--- config.mk ---
export PLATFORM = sky130hd
export DESIGN_NAME = qhtq_cyc
export DESIGN_NICKNAME = d
export VERILOG_FILES = /design/src/rtl/assert_macros.svh /design/src/rtl/qhtq_pkg.sv /design/src/rtl/qhtq_cyc.sv
export SDC_FILE = /design/constraint.sdc
export NUM_CORES = 2
export LEC_CHECK = 0
export BUFFER_PORTS_ARGS = -buffer_cell sky130_fd_sc_hd__buf_2
export CORE_ASPECT_RATIO = 1.1
export CORE_UTILIZATION = 65
export DETAILED_ROUTE_END_ITERATION = 10
export PLACE_DENSITY = 0.82
export REMOVE_ABC_BUFFERS = 1
export SLEW_MARGIN = 10
export SYNTH_ARGS = -nofsm -noshare
export SYNTH_HDL_FRONTEND = slang
export SYNTH_SLANG_ARGS = --single-unit
--- constraint.sdc ---
create_clock -name clk -period 12 [get_ports clk]
set_input_delay 0.6 -clock clk [delete_from_list [all_inputs] [get_ports clk]]
set_output_delay 0.6 -clock clk [all_outputs]
set_load 0.05 [all_outputs]
--- src/rtl/assert_macros.svh ---
// Assertion macros shared by the timer queue modules.
// Depends on nothing; included by the files that carry assertions.
`ifndef ASSERT_MACROS_SVH
`define ASSERT_MACROS_SVH
// Implication in the same cycle.
`define QA_IMPLY(lbl, ck, rn, a, b, msg) \
	lbl: assert property (@(posedge ck) disable iff (!rn) (a) |-> (b)) else $error(msg);
// Implication to the following cycle.
`define QA_NEXT(lbl, ck, rn, a, b, msg) \
	lbl: assert property (@(posedge ck) disable iff (!rn) (a) |=> (b)) else $error(msg);
`endif

--- src/rtl/qhtq_pkg.sv ---
// Types and constants of the timer queue.
// Used by qhtq_cyc, the top level and the testbench; depends on nothing.
package qhtq_pkg;
	localparam int ID_W  = 10;
	localparam int DL_W  = 64;
	localparam int ST_W  = 3;
	localparam int CPU_W = 16;
	localparam int LIM_W = 7;
	localparam int CFG_W = 64;
	localparam int CIX_W = 2;
	localparam int MD_W  = 2;

	localparam logic [MD_W-1:0] MODE_ARM    = 2'd0;
	localparam logic [MD_W-1:0] MODE_CANCEL = 2'd1;
	localparam logic [MD_W-1:0] MODE_EXPIRE = 2'd2;

	localparam logic [ST_W-1:0] ST_ARMED     = 3'd0;
	localparam logic [ST_W-1:0] ST_FULL      = 3'd1;
	localparam logic [ST_W-1:0] ST_ALREADY   = 3'd2;
	localparam logic [ST_W-1:0] ST_CANCELLED = 3'd3;
	localparam logic [ST_W-1:0] ST_NOT_ARMED = 3'd4;
	localparam logic [ST_W-1:0] ST_FIRED     = 3'd5;

	localparam logic [CIX_W-1:0] CFG_CPU    = 2'd0;
	localparam logic [CIX_W-1:0] CFG_OFFSET = 2'd1;
	localparam logic [CIX_W-1:0] CFG_LIMIT  = 2'd2;

	localparam logic [LIM_W-1:0] MAX_FIRE = 7'd64;

	typedef struct packed {
		logic [DL_W-1:0] dl;
		logic [ID_W-1:0] ow;
	} heap_ent_t;
endpackage

--- src/rtl/qhtq_cyc.sv ---
// Two-stage conversion of a deadline in microseconds to clock cycles, modulo 2^64.
// Depends on qhtq_pkg.
module qhtq_cyc (
	input  logic                         clk,
	input  logic [qhtq_pkg::DL_W-1:0]    dl,
	input  logic [qhtq_pkg::CPU_W-1:0]   cpu,
	output logic [qhtq_pkg::DL_W-1:0]    prod
);
	import qhtq_pkg::*;

	logic [47:0] lo_s1;
	logic [31:0] hi_s1;
	logic [47:0] hi_full;

	assign hi_full = dl[63:32] * cpu;

	always_ff @(posedge clk) begin
		lo_s1 <= dl[31:0] * cpu;
		hi_s1 <= hi_full[31:0];
		prod  <= 64'(lo_s1) + {hi_s1, 32'd0};
	end
endmodule

# == Yosys cells after proc, flatten, opt, wreduce, memory -nomap -nowiden ==
# Index checks and enable logic that the tools add are counted.
# classes
addsub,1
n_mul,2
# op_table
operator,n
$add 48x64->64,1
$mul 32x16->48,1
$mul 32x16->32,1
# word_totals
register_bits,144
output_inout_bits,64
wordCells,6

# == Longest topological paths before layout ==
# logic_depth
word_depth,1
mapped_depth,24

# == Least setup slack after synthesis ==
# OpenSTA, ideal clock, no wires.
# synth_path
path_type,input-to-reg
startpoint,input port cpu[7] (netlist name)
endpoint,register lo_s1[45]
t_arrival_ps,6499
setup_slack_ps,5406
path_stages,23
n_path_buf,2
cell_sequence,clkbuf_1 clkbuf_1 nand2_1 fa_1 inv_1 fa_1 inv_1 fa_1 inv_1 fa_1 fa_1 inv_1 fa_1 inv_1 ha_1 a21o_1 a221o_1 a22oi_2 a31oi_2 a2111oi_4 o31a_2 o21ai_1 o311ai_1
# synth_between
elab_chain_cells,1
# synth_lines
item,line_no,rtl
from (decl),qhtq_cyc.sv:6,"input logic [qhtq_pkg::CPU_W-1:0] cpu,"
$mul 32x16->48,qhtq_cyc.sv:18,lo_s1 <= dl[31:0] * cpu;
to (signal assigned),qhtq_cyc.sv:18,
to (decl),qhtq_cyc.sv:11,logic [47:0] lo_s1;
# Every way passes these cells.

# == Worst setup path after layout ==
# Ends and elaborated chain as after synthesis.

==> results.toml <==
[clocking]
postCtsHoldBufs = 0
clk_pin_slew_ns = 0.07
cts_buffers = 17
clockBufferDepth = 2
cts_tree = "built"
clk_latency_ns = 0.45
cts-root-buf = "clkbuf_16"
cts_setup_buffers = 0
cts-resized-gates = 0
htreeDepth = 4
cts.sink_count = 144

[sta]
setup_viol = 0
grt_setup_unrepaired = "no"
tns_ns = 0
period_needed_ns = 7.100
fin_worst_skew_ns = 0.01313
worst_slew_pin_slew_ns = 1.177
hold_slack_ns = 0.3200
final.period_utilization_pct = 59.16
drv_slew = 0
max_freq_ghz = 0.1409
slew_headroom_pct = 19.53
final_hold_viol_count = 0

[placement]
numPortBuffers = 144
place_congestion = 0.9254
dpl_cell_area_sq_um = 32580
dpl.hpwl_mm = 55.31

[finish]
fill_cells = 3758
diodes = 0
fin_nets = 4538
syn2layout_area_growth_pct = 5.267
drive_gt1_share_pct = 5.726
design_area_sq_um = 33240
finish.utilization_pct = 69.35

[floorplan]
design.core.area_sq_um = 47930
die_h_microns = 233.2
die_area_sq_um = 49460
ioPinCount = 145
die_w_microns = 212.1
start_util_pct = 65.88
rows = 84

[setup_path]
arrival_ns = 7.44
ff2ff_setup_slack_ns = 9.13
criticalPathCategory = "in -> reg"
endpoint_kind = "register"
worstPathRequired_ns = 12.34
path_max_fanout = 57
cp-start-kind = "primary input"

[yosys]
yosys.area.top_type = "fa_1"
synth.avg_cell_area_sq_um = 8.957
synthDistinctLibCells = 60
synth_top_area_share_pct = 45.84
synthTopCellsByArea = "fa_1, inv_1, dfxtp_1"
synth.yosys.seq_area_share_pct = 9.130
ys_async_sr_fraction_pct = 0
yosys_warnings = 0
synthFlopType = "dfxtp_1"
synth_common_cells = "inv_1, fa_1, nand2_1"
ys_seq_elements = 144
synth_edf_count = 0
syn_area_sq_um = 31570
synth.most_common_cell = "inv_1"
postSynthCellCount = 3525

[routing]
via_count = 23610
drt_iter0_markers = 1561
vias_per_cell = 5.635
drc_errors = 0
dr.pass1.iters = 7
wl_mm = 75.04
final_antenna_net_count = 0
wl_per_cell_microns = 17.91

[min_path]
hold_path.class = "reg -> reg"

[grt]
grt_pass1_vias = 25060
grt.total_usage_pct = 32.72
antenna_found_initial = 0
overflow = 0
grt_max_degree = 65
grt_pass1_wl_mm = 125.4

[status]
status = "finished clean"

[run]
cap_viol_max_count = 0
[layer usage]
metal,GRT usage [%],part of all wire [%]
met4,16.33,5.1
met1,41.90,38
met2,54.99,50
met3,4.101,7.5
met5,0,0
[stage by stage]
| step | worst slack (ns) | cells |
|---|---|---|
| global route | 4.526 | 4190 |
| global placement | 4.660 | 4159 |
| floorplan | 5.918 | 3355 |
| detailed placement | 4.531 | 4159 |
| CTS | 4.984 | 4190 |
| finish | 4.900 | 4190 |
[critical path, cell delays in order]
cell	delay (ns)
buf_2	0.07
buf_4	0.60
nand2_1	0.22
fa_1	0.59
inv_1	0.06
fa_1	0.49
inv_1	0.05
fa_1	0.52
inv_1	0.07
fa_1	0.45
fa_1	0.48
inv_1	0.05
fa_1	0.47
inv_1	0.04
ha_1	0.35
and4_1	0.28
and4_1	0.21
o21ai_1	0.23
a31oi_2	0.27
a2111oi_4	0.63
o31a_2	0.26
o21ai_1	0.06
o311ai_1	0.30
[kinds of logic (layout without fill, tap and decap cells)]
| group | count (synthesis) | in the layout | synth area share [%] |
|---|---|---|---|
| adder cells (fa/ha/maj) | 924 | 924 | 53.81 |
| multiplexers | 1 | 1 | 0.03566 |
| flip-flops | 144 | 144 | 9.130 |
| XOR/XNOR | 119 | 119 | 3.301 |
| AND/OR/NAND/NOR | 1129 | 1129 | 16.98 |
| AO/OA/AOI/OAI | 249 | 249 | 5.342 |
| buffers and inverters | 959 | 979 | 11.40 |
[layout make-up]
class	count	area [sq um]	area share [%]
flip-flops and latches	144	2883	8.673
repair buffers	159	833.3	2.507
well taps	645	807.0	2.428
clock inverters	9	206.4	0.6211
multi-input cells	2422	25090	75.49
clock buffers	22	454.2	1.367
inverters	789	2962	8.911
[cell usage in the layout (no fill, tap or decap), types with 63 or more instances in the layout]
cell type	count
ha_1	201
nor2_1	63
inv_1	789
xnor2_1	95
and2_1	345
a21oi_1	69
fa_1	723
buf_2	144
dfxtp_1	144
nand2_1	609
[state kept, by name, indices dropped and copies added, names as in the netlist]
signal and count:
hi_s1 32, lo_s1 48, prod 64
[worst paths after layout]
check / end / cells after the start / start
hold / removal: prod[26] / 0 / lo_s1[26]
hold reg to reg: prod[26] / 0 / lo_s1[26]
setup / recovery: lo_s1[45] / 23 / cpu[7]
setup reg to reg: prod[60] / 11 / lo_s1[32]
Power is left out: the tool's default activity adds up to more than one toggle a clock period on the data nets, which glitch-free logic cannot reach.
