<file path="src/rtl/assert_macros.svh">
// Assertion macros shared by the timer queue modules.
// Depends on nothing; included by the files that carry assertions.
`ifndef ASSERT_MACROS_SVH
`define ASSERT_MACROS_SVH
// Implication in the same cycle.
`define QA_IMPLY(lbl, ck, rn, a, b, msg) \
	lbl: assert property (@(posedge ck) disable iff (!rn) (a) |-> (b)) else $error(msg);
// Implication to the following cycle.
`define QA_NEXT(lbl, ck, rn, a, b, msg) \
	lbl: assert property (@(posedge ck) disable iff (!rn) (a) |=> (b)) else $error(msg);
`endif

</file>
<file path="src/rtl/qhtq_ram.sv">
// Generic single-clock RAM with one write port and one registered read port.
// Depends on nothing.
module qhtq_ram #(
	parameter int WIDTH = 8,
	parameter int DEPTH = 16
) (
	input  logic                     clk,
	input  logic                     we,
	input  logic [$clog2(DEPTH)-1:0] waddr,
	input  logic [WIDTH-1:0]         wdata,
	input  logic [$clog2(DEPTH)-1:0] raddr,
	output logic [WIDTH-1:0]         rdata
);
	logic [WIDTH-1:0] mem [DEPTH];

	always_ff @(posedge clk) begin
		if (we) begin
			mem[waddr] <= wdata;
		end
		rdata <= mem[raddr];
	end
endmodule

</file>
<file path="config.mk">
export PLATFORM = sky130hd
export DESIGN_NAME = qhtq_ram
export DESIGN_NICKNAME = d
export VERILOG_FILES = /design/src/rtl/assert_macros.svh /design/src/rtl/qhtq_ram.sv
export SDC_FILE = /design/constraint.sdc
export NUM_CORES = 1
export LEC_CHECK = 0
export BUFFER_PORTS_ARGS = -buffer_cell sky130_fd_sc_hd__buf_2
export CAP_MARGIN = 5
export CORE_MARGIN = 2
export CORE_UTILIZATION = 30
export DETAILED_ROUTE_END_ITERATION = 7
export PLACE_DENSITY = 0.5
export RECOVER_POWER = 100
export SLEW_MARGIN = 0
export SYNTH_ARGS = -nofsm -noshare
export SYNTH_HDL_FRONTEND = slang
export SYNTH_SLANG_ARGS = --single-unit
</file>
<file path="constraint.sdc">
create_clock -name clk -period 1.4 [get_ports clk]
set_input_delay 0.07 -clock clk [delete_from_list [all_inputs] [get_ports clk]]
set_output_delay 0.07 -clock clk [all_outputs]
set_load 0.02 [all_outputs]
</file>
# Word-level counts from Yosys, hierarchy flattened
# Memories as Yosys holds them, arrays and structs flattened. A register that Yosys moved wholly into a read port is not among the register bits.
# Index checks and enable logic that the tools add are counted.
# classes
muxes	2
# ops
cell	n
two-way mux 1 bit	2
# totals
mem_count	1
mem_bits_rw	128
ff_bits	0
elab_cells	3
# mem_list
memory	depth	width	read_ports	rd_ports_with_merged_regs	wr	line_no	text
mem	16	8	1	1	1	qhtq_ram.sv:14	logic [WIDTH-1:0] mem [DEPTH];

# Longest topological paths before layout
# Gate-level depths: netlist of run 1.
# depth
word_depth	2
mapped_depth	5

# Worst setup path before layout of run 1
# OpenSTA, ideal clock, no wires.
# synth_path
path_kind	input-to-reg
from	input waddr[2]
to	memory mem[0][0] (enable)
t_required_ns	1.017
setup_time_ns	0.383
path_slack_ns	-0.163
arrival_time_ns	1.180
cell_stages	2
cell_sequence	or3b_2 -> nor3_1
# synth_lines
item	line_no	text
start, declared	qhtq_ram.sv:9	input logic [$clog2(DEPTH)-1:0] waddr,
end, declared	qhtq_ram.sv:14	
# Straight into the memory's write port.

==> results.yml, run 1 <==
logic_synthesis:
  ys_seq_area_frac: 0.778
  synth_cell_type_count: 19
  syn_inst: 229
  synthTopCellsByArea: "edfxtp_1 (75%), mux4_2 (7.9%), mux4_1 (7.1%), dfxtp_1 (3.1%), a22oi_1 (2.3%)"
  ys_seq_elements: 136
  synth.most_common_cell: "edfxtp_1"
  synthTopCellsByCount: "edfxtp_1 (128), mux4_2 (18), a22oi_1 (16)"
  yosysWarnings: 0
  syn-num-nets: 247
  ys_async_sr_fraction: 0
  synth_edf_count: 128
  yosysTopAreaCell: "edfxtp_1"
  synthFlopType: "edfxtp_1"
  synth_top_cell_area_share: 0.747
  synth.avg_cell_area_um2: 22.5
  syn_area_um2: 5150
floorplanning:
  initial_core_util: 0.308
  num_rows: 47
  core_area_um2: 16700
  die_w_um: 135
  pin_count: 26
  die_h_um: 135
  dieArea_um2: 18200
layout:
  finalInstanceArea_um2: 6200
  areaGrowthSynthToFinish_pct: 20.4
  drive_above_1_share: 0.215
  num_antenna_cells: 0
  nNetsFinal: 312
  utilization: 0.371
routing:
  avgViaCountPerCell: 4.58
  route.met3.wl_um: 561
  top_layer: "met4"
  wl_per_cell_um: 19.9
  routed_wl_mm: 10.5
  remaining_drc_errors: 0
  vias: 2412
  dr_wl_met2_mm: 4.88
  ant_nets: 0
  drt-initial-drc-count: 184
  drt_pre_antenna_iters: 4
  drt-met1-wl_mm: 4.95
power:
  p_int_w: 0.00710
  power_density_nw_per_um2: 1490
  clock_power_share: 0.457
  vdd_drop_max_uv: 775
  power_frac_seq: 0.495
  pwr-share-comb: 0.048
  swShare: 0.233
  leakage_nw: 2.01
  switching_power_w: 0.00216
worst_setup_path:
  crit_required_ns: 1.71
  worstSetupEndpointType: "register"
  reg2reg_from: "mem[8][7]"
  critPathMaxStageDelay_ns: 0.46
  crit_start: "mem[8][7]"
  path_max_fanout: 1
  cp_slowest_cell: "mux4_2"
  cp_num_buf_inv: 0
  critPathTopFamily: "multiplexers"
  arrival_ns: 1.64
  criticalPathCategory: "reg -> reg"
  crit_path_start_kind: "register"
  cp_cell_sequence: "mux4_2 > a22oi_1 > nand2_1"
place:
  portBuffers: 25
  routabilityCongestion: 0.760
  hpwl_mm: 7.15
  place_ws_ns: -0.160
  place_area_um2: 5740
global_routing:
  grt_max_degree: 19
  grt_use_total: 0.127
  grt_pass1_wl_mm: 16.0
  grt-ovfl-total: 0
  antenna_found_initial: 0
  grt_pass1_vias: 2611
clocking:
  cts_buffers: 17
  cts.path.max_buffers: 2
  clock-sinks: 136
  cts_tree: "yes"
  post_cts_buffers: 0
  hold_buffers: 0
  clock_latency_ns: 0.42
  clk_pin_slew_ns: 0.06
  cts.repair.resized: 0
  root_buffer: "clkbuf_16"
  htree_levels: 4
timing:
  hold_viol_final: 0
  finalSetupViolations: 0
  maxSlewHeadroom: 0.467
  finClkSkew_ns: 0.0102
  rsz0062_at_grt: "false"
  final.setup.worst_slack_ns: 0.0641
  min_period_ns: 1.34
  drv_slew: 0
  fin_crit_sh: 0.954
  timing.fmax_mhz: 749
  worst_pin_slew_ns: 0.798
job:
  maxCapViolCount: 0
min_path:
  min_from: "wdata[3]"
  min_path_type: "in -> reg"
status:
  status: "finished clean"
[state kept, by name (all words and copies together), names as in the netlist]
signal and flops:
rdata 8, mem 128
[routing by layer]
metal | track usage | vias up
li1 | - | 1105
met1 | 0.170 | 1236
met2 | 0.191 | 61
met3 | 0.0492 | 10
met4 | 0.0434 | 0
met5 | 0 | -
[area by class of cell]
class                           count  area, um2
Fill cell                        1581      10500
Sequential cell                   136       4000
Multi-Input combinational cell     83       1060
Clock buffer                       17        425
Timing Repair Buffer               56        289
Tap cell                          220        275
Clock inverter                     15        149
[cell usage in the layout, fill, tap and decap left out]
master and n:
dfxtp_1 8, mux4_2 18, clkinv_8 1, nor2_1 13
buf_12 3, clkbuf_1 41, inv_6 8, and2b_1 1
nand2b_1 2, buf_2 5, clkbuf_2 1, nand2_1 9
nand3_1 1, inv_8 4, a22oi_1 16, mux4_1 14
nand3b_1 2, nor2b_1 1, nor3_1 4, buf_4 6
clkbuf_16 17, and2_1 1, or3b_2 1, clkinv_4 2
edfxtp_1 128
[worst reg2reg max path, cell delays in order (launching register included)]
cell and delay, ns:
edfxtp_1 0.36, mux4_2 0.46, a22oi_1 0.32, nand2_1 0.08
[kinds of logic (layout without fill, tap and decap cells)]
logic type,Yosys count,count (layout),synth area share
muxes,32,32,0.150
buffers and inverters,10,88,0.0168
AOI/OAI and AO/OA,16,16,0.0233
DFF,136,136,0.778
and+or+nand+nor,35,35,0.0318
[worst paths after layout]
check                           slack, ns  cells after the start        end
worst min-delay path                 0.18                      1  mem[0][3]
worst min register to register       0.67                      3   rdata[6]
worst max-delay path                 0.06                      3   rdata[7]
worst max register to register       0.06                      3   rdata[7]
[power groups by stage]
stage               combinational (W)  clock (W)  sequential (W)
floorplan                    0.000231          0         0.00469
global placement             0.000474          0         0.00467
detailed placement           0.000482          0         0.00467
CTS                          0.000483    0.00434         0.00458
global route                 0.000494    0.00452         0.00459
finish                       0.000448    0.00423         0.00458
[metrics by stage]
stage / TNS (ns) / instances / hold WS, ns / total power [W]
final: 0 / 527 / 0.180 / 0.00927
after global routing: 0 / 527 / 0.203 / 0.00961
after floorplan: 0 / 229 / 0.169 / 0.00492
after detailed placement: -0.948 / 495 / 0.472 / 0.00515
after CTS: 0 / 527 / 0.0163 / 0.00941
after global placement: -0.862 / 495 / 0.459 / 0.00514
No activity file was read; power rests on OpenSTA's default activity.
==> inputs of run 2 (changes only) <==
Settings changed: PLACE_DENSITY 0.5 to 0.49.
Clock period 1.4 ns to 1.7 ns, I/O delays scaled along.
==> results.yml, run 2 (same netlist as run 1, synthesis figures left out) <==
clocking:
  cts_tree: "yes"
  cts.repair.resized: 0
  clock_latency_ns: 0.41
  htree_levels: 4
  cts_buffers: 17
  clock-sinks: 136
  cts.path.max_buffers: 2
  clk_pin_slew_ns: 0.05
  root_buffer: "clkbuf_16"
  hold_buffers: 0
  post_cts_buffers: 0
layout:
  num_antenna_cells: 0
  areaGrowthSynthToFinish_pct: 19.4
  largest_reg_flops: 128
  reg_top3: "mem x128, rdata x8"
  nNetsFinal: 305
  layout_commonest_cell: "edfxtp_1"
  final_cell_mix: "edfxtp_1 (128), clkbuf_1 (42), mux4_2 (18)"
  final_cells: 520
  utilization: 0.368
  top_register: "mem"
  seqCellArea_um2: 4000
  multiInputGateArea_um2: 1060
  finalInstanceArea_um2: 6150
  fillers: 1608
  drive_above_1_share: 0.193
timing:
  fin_crit_sh: 0.833
  finClkSkew_ns: 0.00575
  finalSetupViolations: 0
  maxSlewHeadroom: 0.500
  final.setup.worst_slack_ns: 0.284
  rsz0062_at_grt: "false"
  drv_slew: 0
  tns_ns: 0
  hold_viol_final: 0
  timing.fmax_mhz: 706
  min_period_ns: 1.42
  worst_pin_slew_ns: 0.750
floorplanning:
  dieArea_um2: 18200
  die_w_um: 135
  num_rows: 47
  initial_core_util: 0.308
  die_h_um: 135
  core_area_um2: 16700
  pin_count: 26
power:
  leakage_nw: 1.98
  vdd_drop_max_uv: 727
  power_density_nw_per_um2: 1220
worst_setup_path:
  path_max_fanout: 1
  crit_required_ns: 1.98
  worstSetupEndpointType: "register"
  criticalPathCategory: "reg -> reg"
  arrival_ns: 1.70
  crit_path_start_kind: "register"
  reg2reg_depth: 3
routing:
  avgViaCountPerCell: 4.69
  drt_pre_antenna_iters: 4
  vias: 2440
  routed_wl_mm: 10.8
  ant_nets: 0
  drt-initial-drc-count: 247
  wl_per_cell_um: 20.7
  remaining_drc_errors: 0
place:
  place_area_um2: 5680
  portBuffers: 25
  place_ws_ns: 0.0447
  hpwl_mm: 6.94
  placedCellCount: 488
  routabilityCongestion: 0.706
min_path:
  min_path_type: "in -> reg"
  whs_path_depth: 1
status:
  status: "finished clean"
global_routing:
  grt_pass1_wl_mm: 16.1
  grt_use_total: 0.127
  grt_max_degree: 25
  antenna_found_initial: 0
  grt_pass1_vias: 2528
  grt-ovfl-total: 0
job:
  maxCapViolCount: 0
==> run 2: cell types whose count changed in the layout (fill, tap and decap cells not counted) <==
cell      before  now
clkbuf_8       0    7
inv_8          4    0
clkinv_4       2    0
buf_4          6    4
clkinv_2       0    1
buf_2          5    7
inv_6          8    0
clkbuf_1      41   42
clkinv_8       1    0
clkbuf_2       1    0
==> run 2: cell type report <==
type,count,share of cell area
Sequential cell,136,0.651
Multi-Input combinational cell,83,0.172
Clock buffer,31,0.0892
Tap cell,220,0.0448
Timing Repair Buffer,49,0.0417
Clock inverter,1,0.000814
==> run 2: per-stage QoR <==
step / total power, W / hold slack [ns]
after floorplan: 0.00405 / 0.184
after global placement: 0.00423 / 0.479
after detailed placement: 0.00424 / 0.490
after CTS: 0.00759 / 0.0549
after global routing: 0.00777 / 0.220
final: 0.00750 / 0.186
==> run 2: worst paths after layout <==
path	end	slack, ns	start
max	rdata[3]	0.28	mem[5][3]
min	mem[0][1]	0.19	wdata[1]
max reg2reg	rdata[3]	0.28	mem[5][3]
min reg2reg	rdata[1]	0.67	mem[12][1]
==> run 2: where the power goes <==
part           internal [W]  leakage [nW]  total (W)  switching, W
Sequential          0.00375          1.22    0.00378     0.0000259
Combinational      0.000145         0.486   0.000373      0.000227
Clock               0.00214         0.272    0.00335       0.00121
==> run 2: per-layer routing <==
layer / vias up / GRT usage / share of wire
li1: 1087 / - / -
met1: 1291 / 0.177 / 0.49
met2: 54 / 0.187 / 0.46
met3: 8 / 0.0462 / 0.039
met4: 0 / 0.0365 / 0.0098
met5: - / 0 / 0
==> run 2: worst max-delay path: stages, from the launching register on <==
cell,delay (ns)
edfxtp_1,0.34
mux4_1,0.55
a22oi_1,0.31
nand2_1,0.09
